## src/rtl/utsp_pkg.sv

```systemverilog
// Shared types, character codes and calendar tables for the UTC timestamp parser.
package utsp_pkg;

	localparam int QUEUE_DEPTH = 2;
	localparam int YEAR_W      = 14;
	localparam int FIELD_W     = 7;
	localparam int EPOCH_W     = 39;
	localparam int POS_W       = 5;

	localparam logic [POS_W-1:0] TEXT_LENGTH  = 5'd20;
	localparam logic [POS_W-1:0] POS_SATURATE = 5'd21;

	localparam logic [7:0] CHAR_DASH  = 8'h2D;
	localparam logic [7:0] CHAR_T     = 8'h54;
	localparam logic [7:0] CHAR_COLON = 8'h3A;
	localparam logic [7:0] CHAR_Z     = 8'h5A;
	localparam logic [7:0] CHAR_ZERO  = 8'h30;
	localparam logic [7:0] CHAR_NINE  = 8'h39;

	localparam logic [FIELD_W-1:0] MAX_HOUR   = 7'd23;
	localparam logic [FIELD_W-1:0] MAX_MINUTE = 7'd59;

	typedef enum logic [1:0] {
		STATUS_OK     = 2'd0,
		STATUS_LAYOUT = 2'd1,
		STATUS_DIGIT  = 2'd2,
		STATUS_RANGE  = 2'd3
	} status_t;

	typedef struct packed {
		logic               layout_bad;
		logic               digit_bad;
		logic [YEAR_W-1:0]  year;
		logic [FIELD_W-1:0] month;
		logic [FIELD_W-1:0] day;
		logic [FIELD_W-1:0] hour;
		logic [FIELD_W-1:0] minute;
		logic [FIELD_W-1:0] second;
	} rec_t;

	function automatic logic [8:0] month_offset(input logic [FIELD_W-1:0] month);
		logic [8:0] r;
		case (month)
			7'd3:    r = 9'd0;
			7'd4:    r = 9'd31;
			7'd5:    r = 9'd61;
			7'd6:    r = 9'd92;
			7'd7:    r = 9'd122;
			7'd8:    r = 9'd153;
			7'd9:    r = 9'd184;
			7'd10:   r = 9'd214;
			7'd11:   r = 9'd245;
			7'd12:   r = 9'd275;
			7'd1:    r = 9'd306;
			7'd2:    r = 9'd337;
			default: r = 9'd0;
		endcase
		return r;
	endfunction

	function automatic logic [4:0] month_days(input logic [FIELD_W-1:0] month,
	                                          input logic leap);
		logic [4:0] r;
		case (month)
			7'd1, 7'd3, 7'd5, 7'd7, 7'd8, 7'd10, 7'd12: r = 5'd31;
			7'd4, 7'd6, 7'd9, 7'd11:                    r = 5'd30;
			7'd2:                                       r = leap ? 5'd29 : 5'd28;
			default:                                    r = 5'd0;
		endcase
		return r;
	endfunction

endpackage

```

## src/rtl/utc_timestamp_parser_core.sv

```systemverilog
// Top level of the UTC timestamp parser: front end, record queue and back end.
// The block takes one byte of a 20-byte timestamp text per cycle whenever full is
// low. When the last byte arrives the front end queues the collected fields (two
// records deep) and is at once ready for the next text. The back end validates
// and converts a record through a sequencer of states (divide, leap, check, days,
// scale, done), and holds the result in an output register until it is popped,
// so a new text can stream in while a result waits.
module utc_timestamp_parser_core (
	input  logic                                clk,
	input  logic                                arst_n,
	input  logic                                push,
	output logic                                full,
	input  logic [7:0]                          text_byte,
	input  logic                                last_byte,
	output logic                                empty,
	input  logic                                pop,
	output logic [1:0]                          status,
	output logic signed [utsp_pkg::EPOCH_W-1:0] epoch_seconds
);

	logic           accept;
	logic           rec_push;
	utsp_pkg::rec_t rec_in;
	logic           rec_pop;
	logic           rec_valid;
	utsp_pkg::rec_t rec_out;

	assign accept = push && !full;

	utsp_front u_front (
		.clk       (clk),
		.arst_n    (arst_n),
		.accept    (accept),
		.text_byte (text_byte),
		.last_byte (last_byte),
		.rec_push  (rec_push),
		.rec_data  (rec_in)
	);

	utsp_queue u_queue (
		.clk       (clk),
		.arst_n    (arst_n),
		.push      (rec_push),
		.push_data (rec_in),
		.full      (full),
		.pop       (rec_pop),
		.valid     (rec_valid),
		.pop_data  (rec_out)
	);

	utsp_back u_back (
		.clk           (clk),
		.arst_n        (arst_n),
		.rec_valid     (rec_valid),
		.rec_in        (rec_out),
		.rec_pop       (rec_pop),
		.empty         (empty),
		.pop           (pop),
		.status        (status),
		.epoch_seconds (epoch_seconds)
	);

endmodule

```

## src/rtl/utsp_front.sv

```systemverilog
// Front end: checks layout and digits byte by byte and collects the decimal fields.
module utsp_front (
	input  logic                clk,
	input  logic                arst_n,
	input  logic                accept,
	input  logic [7:0]          text_byte,
	input  logic                last_byte,
	output logic                rec_push,
	output utsp_pkg::rec_t      rec_data
);

	logic [utsp_pkg::POS_W-1:0]   pos_q, pos_n;
	logic                         layout_q, layout_n;
	logic                         digit_q, digit_n;
	logic [utsp_pkg::YEAR_W-1:0]  year_q, year_n;
	logic [utsp_pkg::FIELD_W-1:0] month_q, month_n, day_q, day_n;
	logic [utsp_pkg::FIELD_W-1:0] hour_q, hour_n, minute_q, minute_n, second_q, second_n;
	logic                         is_digit;
	logic [3:0]                   dig;

	function automatic logic [utsp_pkg::FIELD_W-1:0] add7(
		input logic [utsp_pkg::FIELD_W-1:0] acc, input logic [3:0] d);
		return {acc[utsp_pkg::FIELD_W-4:0], 3'b000} + {acc[utsp_pkg::FIELD_W-2:0], 1'b0}
		     + {{(utsp_pkg::FIELD_W-4){1'b0}}, d};
	endfunction

	function automatic logic [utsp_pkg::YEAR_W-1:0] add14(
		input logic [utsp_pkg::YEAR_W-1:0] acc, input logic [3:0] d);
		return {acc[utsp_pkg::YEAR_W-4:0], 3'b000} + {acc[utsp_pkg::YEAR_W-2:0], 1'b0}
		     + {{(utsp_pkg::YEAR_W-4){1'b0}}, d};
	endfunction

	assign is_digit = (text_byte >= utsp_pkg::CHAR_ZERO) && (text_byte <= utsp_pkg::CHAR_NINE);
	assign dig      = is_digit ? 4'(text_byte - utsp_pkg::CHAR_ZERO) : 4'd0;

	always_comb begin
		layout_n = layout_q;
		digit_n  = digit_q;
		year_n   = year_q;
		month_n  = month_q;
		day_n    = day_q;
		hour_n   = hour_q;
		minute_n = minute_q;
		second_n = second_q;
		case (pos_q)
			5'd4, 5'd7: begin
				if (text_byte != utsp_pkg::CHAR_DASH) layout_n = 1'b1;
			end
			5'd10: begin
				if (text_byte != utsp_pkg::CHAR_T) layout_n = 1'b1;
			end
			5'd13, 5'd16: begin
				if (text_byte != utsp_pkg::CHAR_COLON) layout_n = 1'b1;
			end
			5'd19: begin
				if (text_byte != utsp_pkg::CHAR_Z) layout_n = 1'b1;
			end
			default: begin
				if (pos_q < utsp_pkg::TEXT_LENGTH) begin
					if (!is_digit) begin
						digit_n = 1'b1;
					end else if (pos_q < 5'd4) begin
						year_n = add14(year_q, dig);
					end else if (pos_q < 5'd7) begin
						month_n = add7(month_q, dig);
					end else if (pos_q < 5'd10) begin
						day_n = add7(day_q, dig);
					end else if (pos_q < 5'd13) begin
						hour_n = add7(hour_q, dig);
					end else if (pos_q < 5'd16) begin
						minute_n = add7(minute_q, dig);
					end else begin
						second_n = add7(second_q, dig);
					end
				end
			end
		endcase
		pos_n = (pos_q < utsp_pkg::POS_SATURATE) ? pos_q + 5'd1 : pos_q;
	end

	assign rec_push            = accept && last_byte;
	assign rec_data.layout_bad = layout_n || (pos_n != utsp_pkg::TEXT_LENGTH);
	assign rec_data.digit_bad  = digit_n;
	assign rec_data.year       = year_n;
	assign rec_data.month      = month_n;
	assign rec_data.day        = day_n;
	assign rec_data.hour       = hour_n;
	assign rec_data.minute     = minute_n;
	assign rec_data.second     = second_n;

	always_ff @(posedge clk or negedge arst_n) begin
		if (!arst_n) begin
			pos_q    <= '0;
			layout_q <= 1'b0;
			digit_q  <= 1'b0;
			year_q   <= '0;
			month_q  <= '0;
			day_q    <= '0;
			hour_q   <= '0;
			minute_q <= '0;
			second_q <= '0;
		end else if (accept) begin
			if (last_byte) begin
				pos_q    <= '0;
				layout_q <= 1'b0;
				digit_q  <= 1'b0;
				year_q   <= '0;
				month_q  <= '0;
				day_q    <= '0;
				hour_q   <= '0;
				minute_q <= '0;
				second_q <= '0;
			end else begin
				pos_q    <= pos_n;
				layout_q <= layout_n;
				digit_q  <= digit_n;
				year_q   <= year_n;
				month_q  <= month_n;
				day_q    <= day_n;
				hour_q   <= hour_n;
				minute_q <= minute_n;
				second_q <= second_n;
			end
		end
	end

endmodule

```

## src/rtl/utsp_queue.sv

```systemverilog
// Short queue of collected timestamp records between the front and back ends.
module utsp_queue (
	input  logic           clk,
	input  logic           arst_n,
	input  logic           push,
	input  utsp_pkg::rec_t push_data,
	output logic           full,
	input  logic           pop,
	output logic           valid,
	output utsp_pkg::rec_t pop_data
);

	localparam int PTR_W = (utsp_pkg::QUEUE_DEPTH > 1) ? $clog2(utsp_pkg::QUEUE_DEPTH) : 1;
	localparam int CNT_W = $clog2(utsp_pkg::QUEUE_DEPTH + 1);

	utsp_pkg::rec_t   mem_q [utsp_pkg::QUEUE_DEPTH];
	logic [PTR_W-1:0] wr_q, rd_q;
	logic [CNT_W-1:0] cnt_q;
	logic             do_push, do_pop;

	assign full     = (cnt_q == CNT_W'(utsp_pkg::QUEUE_DEPTH));
	assign valid    = (cnt_q != '0);
	assign pop_data = mem_q[rd_q];
	assign do_push  = push && !full;
	assign do_pop   = pop && valid;

	always_ff @(posedge clk) begin
		if (do_push) mem_q[wr_q] <= push_data;
	end

	always_ff @(posedge clk or negedge arst_n) begin
		if (!arst_n) begin
			wr_q  <= '0;
			rd_q  <= '0;
			cnt_q <= '0;
		end else begin
			if (do_push) begin
				wr_q <= (wr_q == PTR_W'(utsp_pkg::QUEUE_DEPTH - 1)) ? '0 : wr_q + PTR_W'(1);
			end
			if (do_pop) begin
				rd_q <= (rd_q == PTR_W'(utsp_pkg::QUEUE_DEPTH - 1)) ? '0 : rd_q + PTR_W'(1);
			end
			if (do_push && !do_pop) begin
				cnt_q <= cnt_q + CNT_W'(1);
			end else if (do_pop && !do_push) begin
				cnt_q <= cnt_q - CNT_W'(1);
			end
		end
	end

endmodule

```

## src/rtl/utsp_back.sv

```systemverilog
// Back end: validates the calendar fields and converts them to epoch seconds.
module utsp_back (
	input  logic                                clk,
	input  logic                                arst_n,
	input  logic                                rec_valid,
	input  utsp_pkg::rec_t                      rec_in,
	output logic                                rec_pop,
	output logic                                empty,
	input  logic                                pop,
	output logic [1:0]                          status,
	output logic signed [utsp_pkg::EPOCH_W-1:0] epoch_seconds
);

	typedef enum logic [6:0] {
		ST_IDLE  = 7'b0000001,
		ST_DIV   = 7'b0000010,
		ST_LEAP  = 7'b0000100,
		ST_CHECK = 7'b0001000,
		ST_DAYS  = 7'b0010000,
		ST_SCALE = 7'b0100000,
		ST_DONE  = 7'b1000000
	} state_t;

	state_t                              state_q;
	utsp_pkg::rec_t                      rec_q;
	logic [13:0]                         yy_q;
	logic [6:0]                          qy_q, qyy_q;
	logic                                leap_q;
	utsp_pkg::status_t                   st_q;
	logic [21:0]                         days_a_q;
	logic [9:0]                          doy_q;
	logic [18:0]                         tod_q;
	logic signed [24:0]                  days_q;
	logic signed [utsp_pkg::EPOCH_W-1:0] secs_q;
	logic                                out_valid_q;
	logic [1:0]                          out_status_q;
	logic signed [utsp_pkg::EPOCH_W-1:0] out_epoch_q;

	logic [26:0]                         prod_y, prod_yy;
	logic [13:0]                         qy_x100;
	logic                                div100;
	logic                                range_bad;
	logic signed [24:0]                  days_sum;
	logic signed [42:0]                  secs_full;
	logic                                load_out;

	assign prod_y   = 27'(rec_q.year) * 27'd5243;
	assign prod_yy  = 27'(yy_q) * 27'd5243;
	assign qy_x100  = 14'(qy_q) * 14'd100;
	assign div100   = (rec_q.year == qy_x100);

	assign range_bad = (rec_q.day == '0)
		|| (rec_q.day > {2'b00, utsp_pkg::month_days(rec_q.month, leap_q)})
		|| (rec_q.hour > utsp_pkg::MAX_HOUR)
		|| (rec_q.minute > utsp_pkg::MAX_MINUTE)
		|| (rec_q.second > utsp_pkg::MAX_MINUTE);

	assign days_sum = $signed({3'b000, days_a_q})
		+ $signed(25'({yy_q[13:2]}))
		- $signed(25'(qyy_q))
		+ $signed(25'(qyy_q[6:2]))
		+ $signed(25'(doy_q))
		- $signed(25'd865566);

	assign secs_full = 43'(days_q) * 43'sd86400;
	assign load_out  = (state_q == ST_DONE) && (!out_valid_q || pop);
	assign rec_pop   = (state_q == ST_IDLE) && rec_valid;

	assign empty         = !out_valid_q;
	assign status        = out_status_q;
	assign epoch_seconds = out_epoch_q;

	always_ff @(posedge clk) begin
		case (state_q)
			ST_IDLE: begin
				if (rec_valid) rec_q <= rec_in;
			end
			ST_DIV: begin
				yy_q <= rec_q.year + 14'd400 - ((rec_q.month <= 7'd2) ? 14'd1 : 14'd0);
				qy_q <= prod_y[25:19];
			end
			ST_LEAP: begin
				qyy_q  <= prod_yy[25:19];
				leap_q <= ((rec_q.year[1:0] == 2'b00) && !div100)
				       || (div100 && (qy_q[1:0] == 2'b00));
			end
			ST_CHECK: begin
				if (rec_q.layout_bad) begin
					st_q <= utsp_pkg::STATUS_LAYOUT;
				end else if (rec_q.digit_bad) begin
					st_q <= utsp_pkg::STATUS_DIGIT;
				end else if (range_bad) begin
					st_q <= utsp_pkg::STATUS_RANGE;
				end else begin
					st_q <= utsp_pkg::STATUS_OK;
				end
				days_a_q <= 22'(yy_q) * 22'd365;
				doy_q    <= 10'(utsp_pkg::month_offset(rec_q.month)) + 10'(rec_q.day);
				tod_q    <= 19'(rec_q.hour) * 19'd3600 + 19'(rec_q.minute) * 19'd60
				          + 19'(rec_q.second);
			end
			ST_DAYS: begin
				days_q <= days_sum;
			end
			ST_SCALE: begin
				secs_q <= secs_full[utsp_pkg::EPOCH_W-1:0];
			end
			default: begin
			end
		endcase
		if (load_out) begin
			out_status_q <= st_q;
			out_epoch_q  <= (st_q == utsp_pkg::STATUS_OK)
				? secs_q + $signed({20'd0, tod_q}) : '0;
		end
	end

	always_ff @(posedge clk or negedge arst_n) begin
		if (!arst_n) begin
			state_q     <= ST_IDLE;
			out_valid_q <= 1'b0;
		end else begin
			case (state_q)
				ST_IDLE:  if (rec_valid) state_q <= ST_DIV;
				ST_DIV:   state_q <= ST_LEAP;
				ST_LEAP:  state_q <= ST_CHECK;
				ST_CHECK: state_q <= ST_DAYS;
				ST_DAYS:  state_q <= ST_SCALE;
				ST_SCALE: state_q <= ST_DONE;
				ST_DONE:  if (load_out) state_q <= ST_IDLE;
				default:  state_q <= ST_IDLE;
			endcase
			if (load_out) begin
				out_valid_q <= 1'b1;
			end else if (pop) begin
				out_valid_q <= 1'b0;
			end
		end
	end

endmodule
```

## config.mk

```make
export PLATFORM = sky130hd
export DESIGN_NAME = utc_timestamp_parser_core
export DESIGN_NICKNAME = d
export VERILOG_FILES = /design/src/rtl/utsp_pkg.sv /design/src/rtl/utc_timestamp_parser_core.sv /design/src/rtl/utsp_front.sv /design/src/rtl/utsp_queue.sv /design/src/rtl/utsp_back.sv
export SDC_FILE = /design/constraint.sdc
export NUM_CORES = 2
export LEC_CHECK = 0
export BUFFER_PORTS_ARGS = -buffer_cell sky130_fd_sc_hd__buf_2
export CORE_ASPECT_RATIO = 1.25
export CORE_MARGIN = 3
export CORE_UTILIZATION = 45
export DETAILED_ROUTE_END_ITERATION = 8
export PLACE_DENSITY_LB_ADDON = 0.08
export SKIP_LAST_GASP = 1
export SYNTH_ARGS = -nofsm -noshare
export SYNTH_HDL_FRONTEND = slang
export SYNTH_SLANG_ARGS = --single-unit
```

## constraint.sdc

```tcl
create_clock -name clk -period 6.7 [get_ports clk]
set_input_delay 1.34 -clock clk [delete_from_list [all_inputs] [get_ports clk]]
set_output_delay 1.34 -clock clk [all_outputs]
set_load 0.005 [all_outputs]
```

==> results.json <==
{
  "drc_errors": 0,
  "grt_usage_pct": 18.4,
  "antenna_cells": 0,
  "setup_viol": 0,
  "ys_top_cells_by_area": "edfxtp_1, ha_1, fa_1",
  "core_um2": 79100,
  "clock_path_buffers": 3,
  "post_cts_buffers": 0,
  "layout_commonest_cell": "inv_1",
  "cts_root_buf": "clkbuf_16",
  "holdCritPathClass": "register to register",
  "ant_nets": 0,
  "grt_max_degree": 57,
  "dr.first_iter.drc_count": 810,
  "nets": 4265,
  "hold_depth": 0,
  "die_area_um2": 83900,
  "status": "complete, no violations",
  "antenna_found_initial": 0,
  "ff2ff_path_depth": 20,
  "fin_skew_ns": 0.0311,
  "max-cap-violations": 0,
  "cts.sinks": 401,
  "cts.clk_slew.worst_paths_ns": 0.06,
  "synth_ff_type": "edfxtp_1",
  "timing.setup.tns_ns": 0,
  "h-tree-depth": 2,
  "syn_area_um2": 36200,
  "syn2layout_area_growth_pct": 8.40,
  "tightest_slew_ns": 1.11,
  "cts-resized-gates": 0,
  "synth_top_cell_by_area": "edfxtp_1",
  "synth_area_per_cell_um2": 10.9,
  "rsz0062_at_grt": "no",
  "synth_seq_cells": 401,
  "fmax_mhz": 167,
  "synth_simple_gate_area_share_pct": 6.68,
  "die_x_um": 260,
  "vias": 22900,
  "regToRegSetupSlack_ns": 0.72,
  "grt_pass1_vias": 24600,
  "critPathArrivalTime_ns": 6.29,
  "synthCells": 3309,
  "num_rows": 115,
  "ys_seq_area_share_pct": 32.3,
  "dr.pass1.iters": 5,
  "syn_nets": 4188,
  "startpoint_type": "register",
  "worstPathMaxFanout": 7,
  "io_buffers": 55,
  "synth_compound_area_share_pct": 9.11,
  "critical_path_class": "register to register",
  "synth_edf_count": 333,
  "synth.distinct_cells": 79,
  "clock_latency_ns": 0.59,
  "ios": 56,
  "grt_pass1_wl_mm": 125,
  "synthArstFlopShare_pct": 17.0,
  "place_congestion": 0.873,
  "hold_viol": 0,
  "cts-buffers-inserted": 46,
  "wl_per_cell_um": 16.6,
  "fp.dieH_um": 323,
  "drive_above_1_share_pct": 7.51,
  "ctsHoldBuffers": 0,
  "start_util_pct": 45.7,
  "via_per_inst": 5.12,
  "end_kind": "register",
  "dp_hpwl_mm": 60.5,
  "overflow": 0,
  "synth_xor_area_share_pct": 6.00,
  "muxShareOfSynthArea_pct": 2.66,
  "cts_tree": "yes",
  "yosysTopAreaCellShare_pct": 27.6,
  "fin_crit_ns": 5.98,
  "slew_violations": 0,
  "synth_top_family_by_area": "adder cells",
  "layout_common_cells": "inv_1, ha_1, edfxtp_1, fa_1, xnor2_1",
  "synthAdderAreaFrac_pct": 35.6,
  "cp.required_ns": 7.01,
  "maxSlewHeadroom_pct": 25.1,
  "layout_worst_path_cycle_share_pct": 89.2,
  "n_fill_cell": 7292,
  "ys_warn_count": 0,
  "wirelength_mm": 74.2
}
-- flip-flops by register name, indices dropped and copies added (netlist names), 10 cells and up --
register	flops
u_back.yy_q	14
u_back.days_a_q	22
u_back.doy_q	10
u_back.days_q	25
u_front.year_q	14
u_back.epoch_seconds	39
u_queue.mem_q	102
u_back.secs_q	32
u_back.tod_q	19
u_back.rec_q	51
-- area by class of cell --
cell class | count | area, um2 | share of cell area, %
clock inverters | 26 | 239 | 0.609
multi-input cells | 2183 | 21800 | 55.6
flip-flops and latches | 401 | 11700 | 29.8
repair buffers | 72 | 405 | 1.03
clock buffers | 59 | 1210 | 3.08
inverters | 682 | 2560 | 6.52
well taps | 1053 | 1320 | 3.36
-- stage by stage --
stage / hold slack, ns / setup slack [ns] / std cells / util, % / instance area [um2]
after CTS: 0.470 / 0.710 / 4476 / 49.6 / 39200
after global routing: 0.484 / 0.319 / 4476 / 49.6 / 39200
after detailed placement: 0.466 / 0.739 / 4391 / 47.7 / 37800
final: 0.469 / 0.725 / 4476 / 49.6 / 39200
after global placement: 0.462 / 0.817 / 4391 / 47.7 / 37800
after floorplan: 0.400 / 1.27 / 3309 / - / 36200
-- worst max-delay path, cell delays in order, from the launching register on --
cell and delay [ns]:
edfxtp_1 0.57, ha_1 0.46, inv_1 0.12, fa_1 0.52, inv_1 0.06, fa_1 0.46, ha_1 0.29, inv_1 0.05
fa_1 0.54, inv_1 0.04, ha_1 0.19, a2111oi_0 0.36, o21ai_0 0.16, a31o_2 0.26, a21o_1 0.18, a21oi_1 0.14
o21ai_1 0.20, a41o_1 0.35, o41ai_2 0.42, mux2i_1 0.26, nand4_1 0.09
-- per-layer routing --
metal  GRT usage [%]  up-vias  part of all wire [%]
li1                -    11400                     -
met1            22.2    11200                    42
met2            34.4      244                    52
met3            2.18      119                   2.3
met4            5.37        0                   3.0
met5               0        -                     0
-- kinds of logic (layout without fill, tap and decap cells) --
logic type / Yosys count / count (layout)
other cells: 1 / 1
compound gates: 495 / 495
flops: 401 / 401
fa+ha+maj: 866 / 866
xor+xnor: 245 / 245
mux: 86 / 86
buf+inv: 725 / 839
simple gates: 490 / 490
-- final timing paths --
check,end,startpoint
setup / recovery,u_back.qyy_q[6],u_back.yy_q[5]
max in group asynchronous,u_queue.rd_q,arst_n
min in group asynchronous,u_front.year_q[12],arst_n
hold / removal,u_back.tod_q[1],u_back.rec_q[1]
setup reg to reg,u_back.qyy_q[6],u_back.yy_q[5]
hold reg to reg,u_back.tod_q[1],u_back.rec_q[1]
-- synthesized netlist by cell type (33+ instances only) --
master	instances
o21ai_0	79
xor2_1	71
xnor2_1	172
ha_1	591
a22o_1	46
nor3_1	36
mux2_2	82
a21o_1	73
nand3_1	49
fa_1	275
nand2_1	117
dfrtp_1	67
inv_1	681
a21oi_1	146
edfxtp_1	333
nor2_1	128
clkbuf_1	33
Power is left out: the tool's default activity adds up to more than one toggle a clock period on the data nets, which glitch-free logic cannot reach.
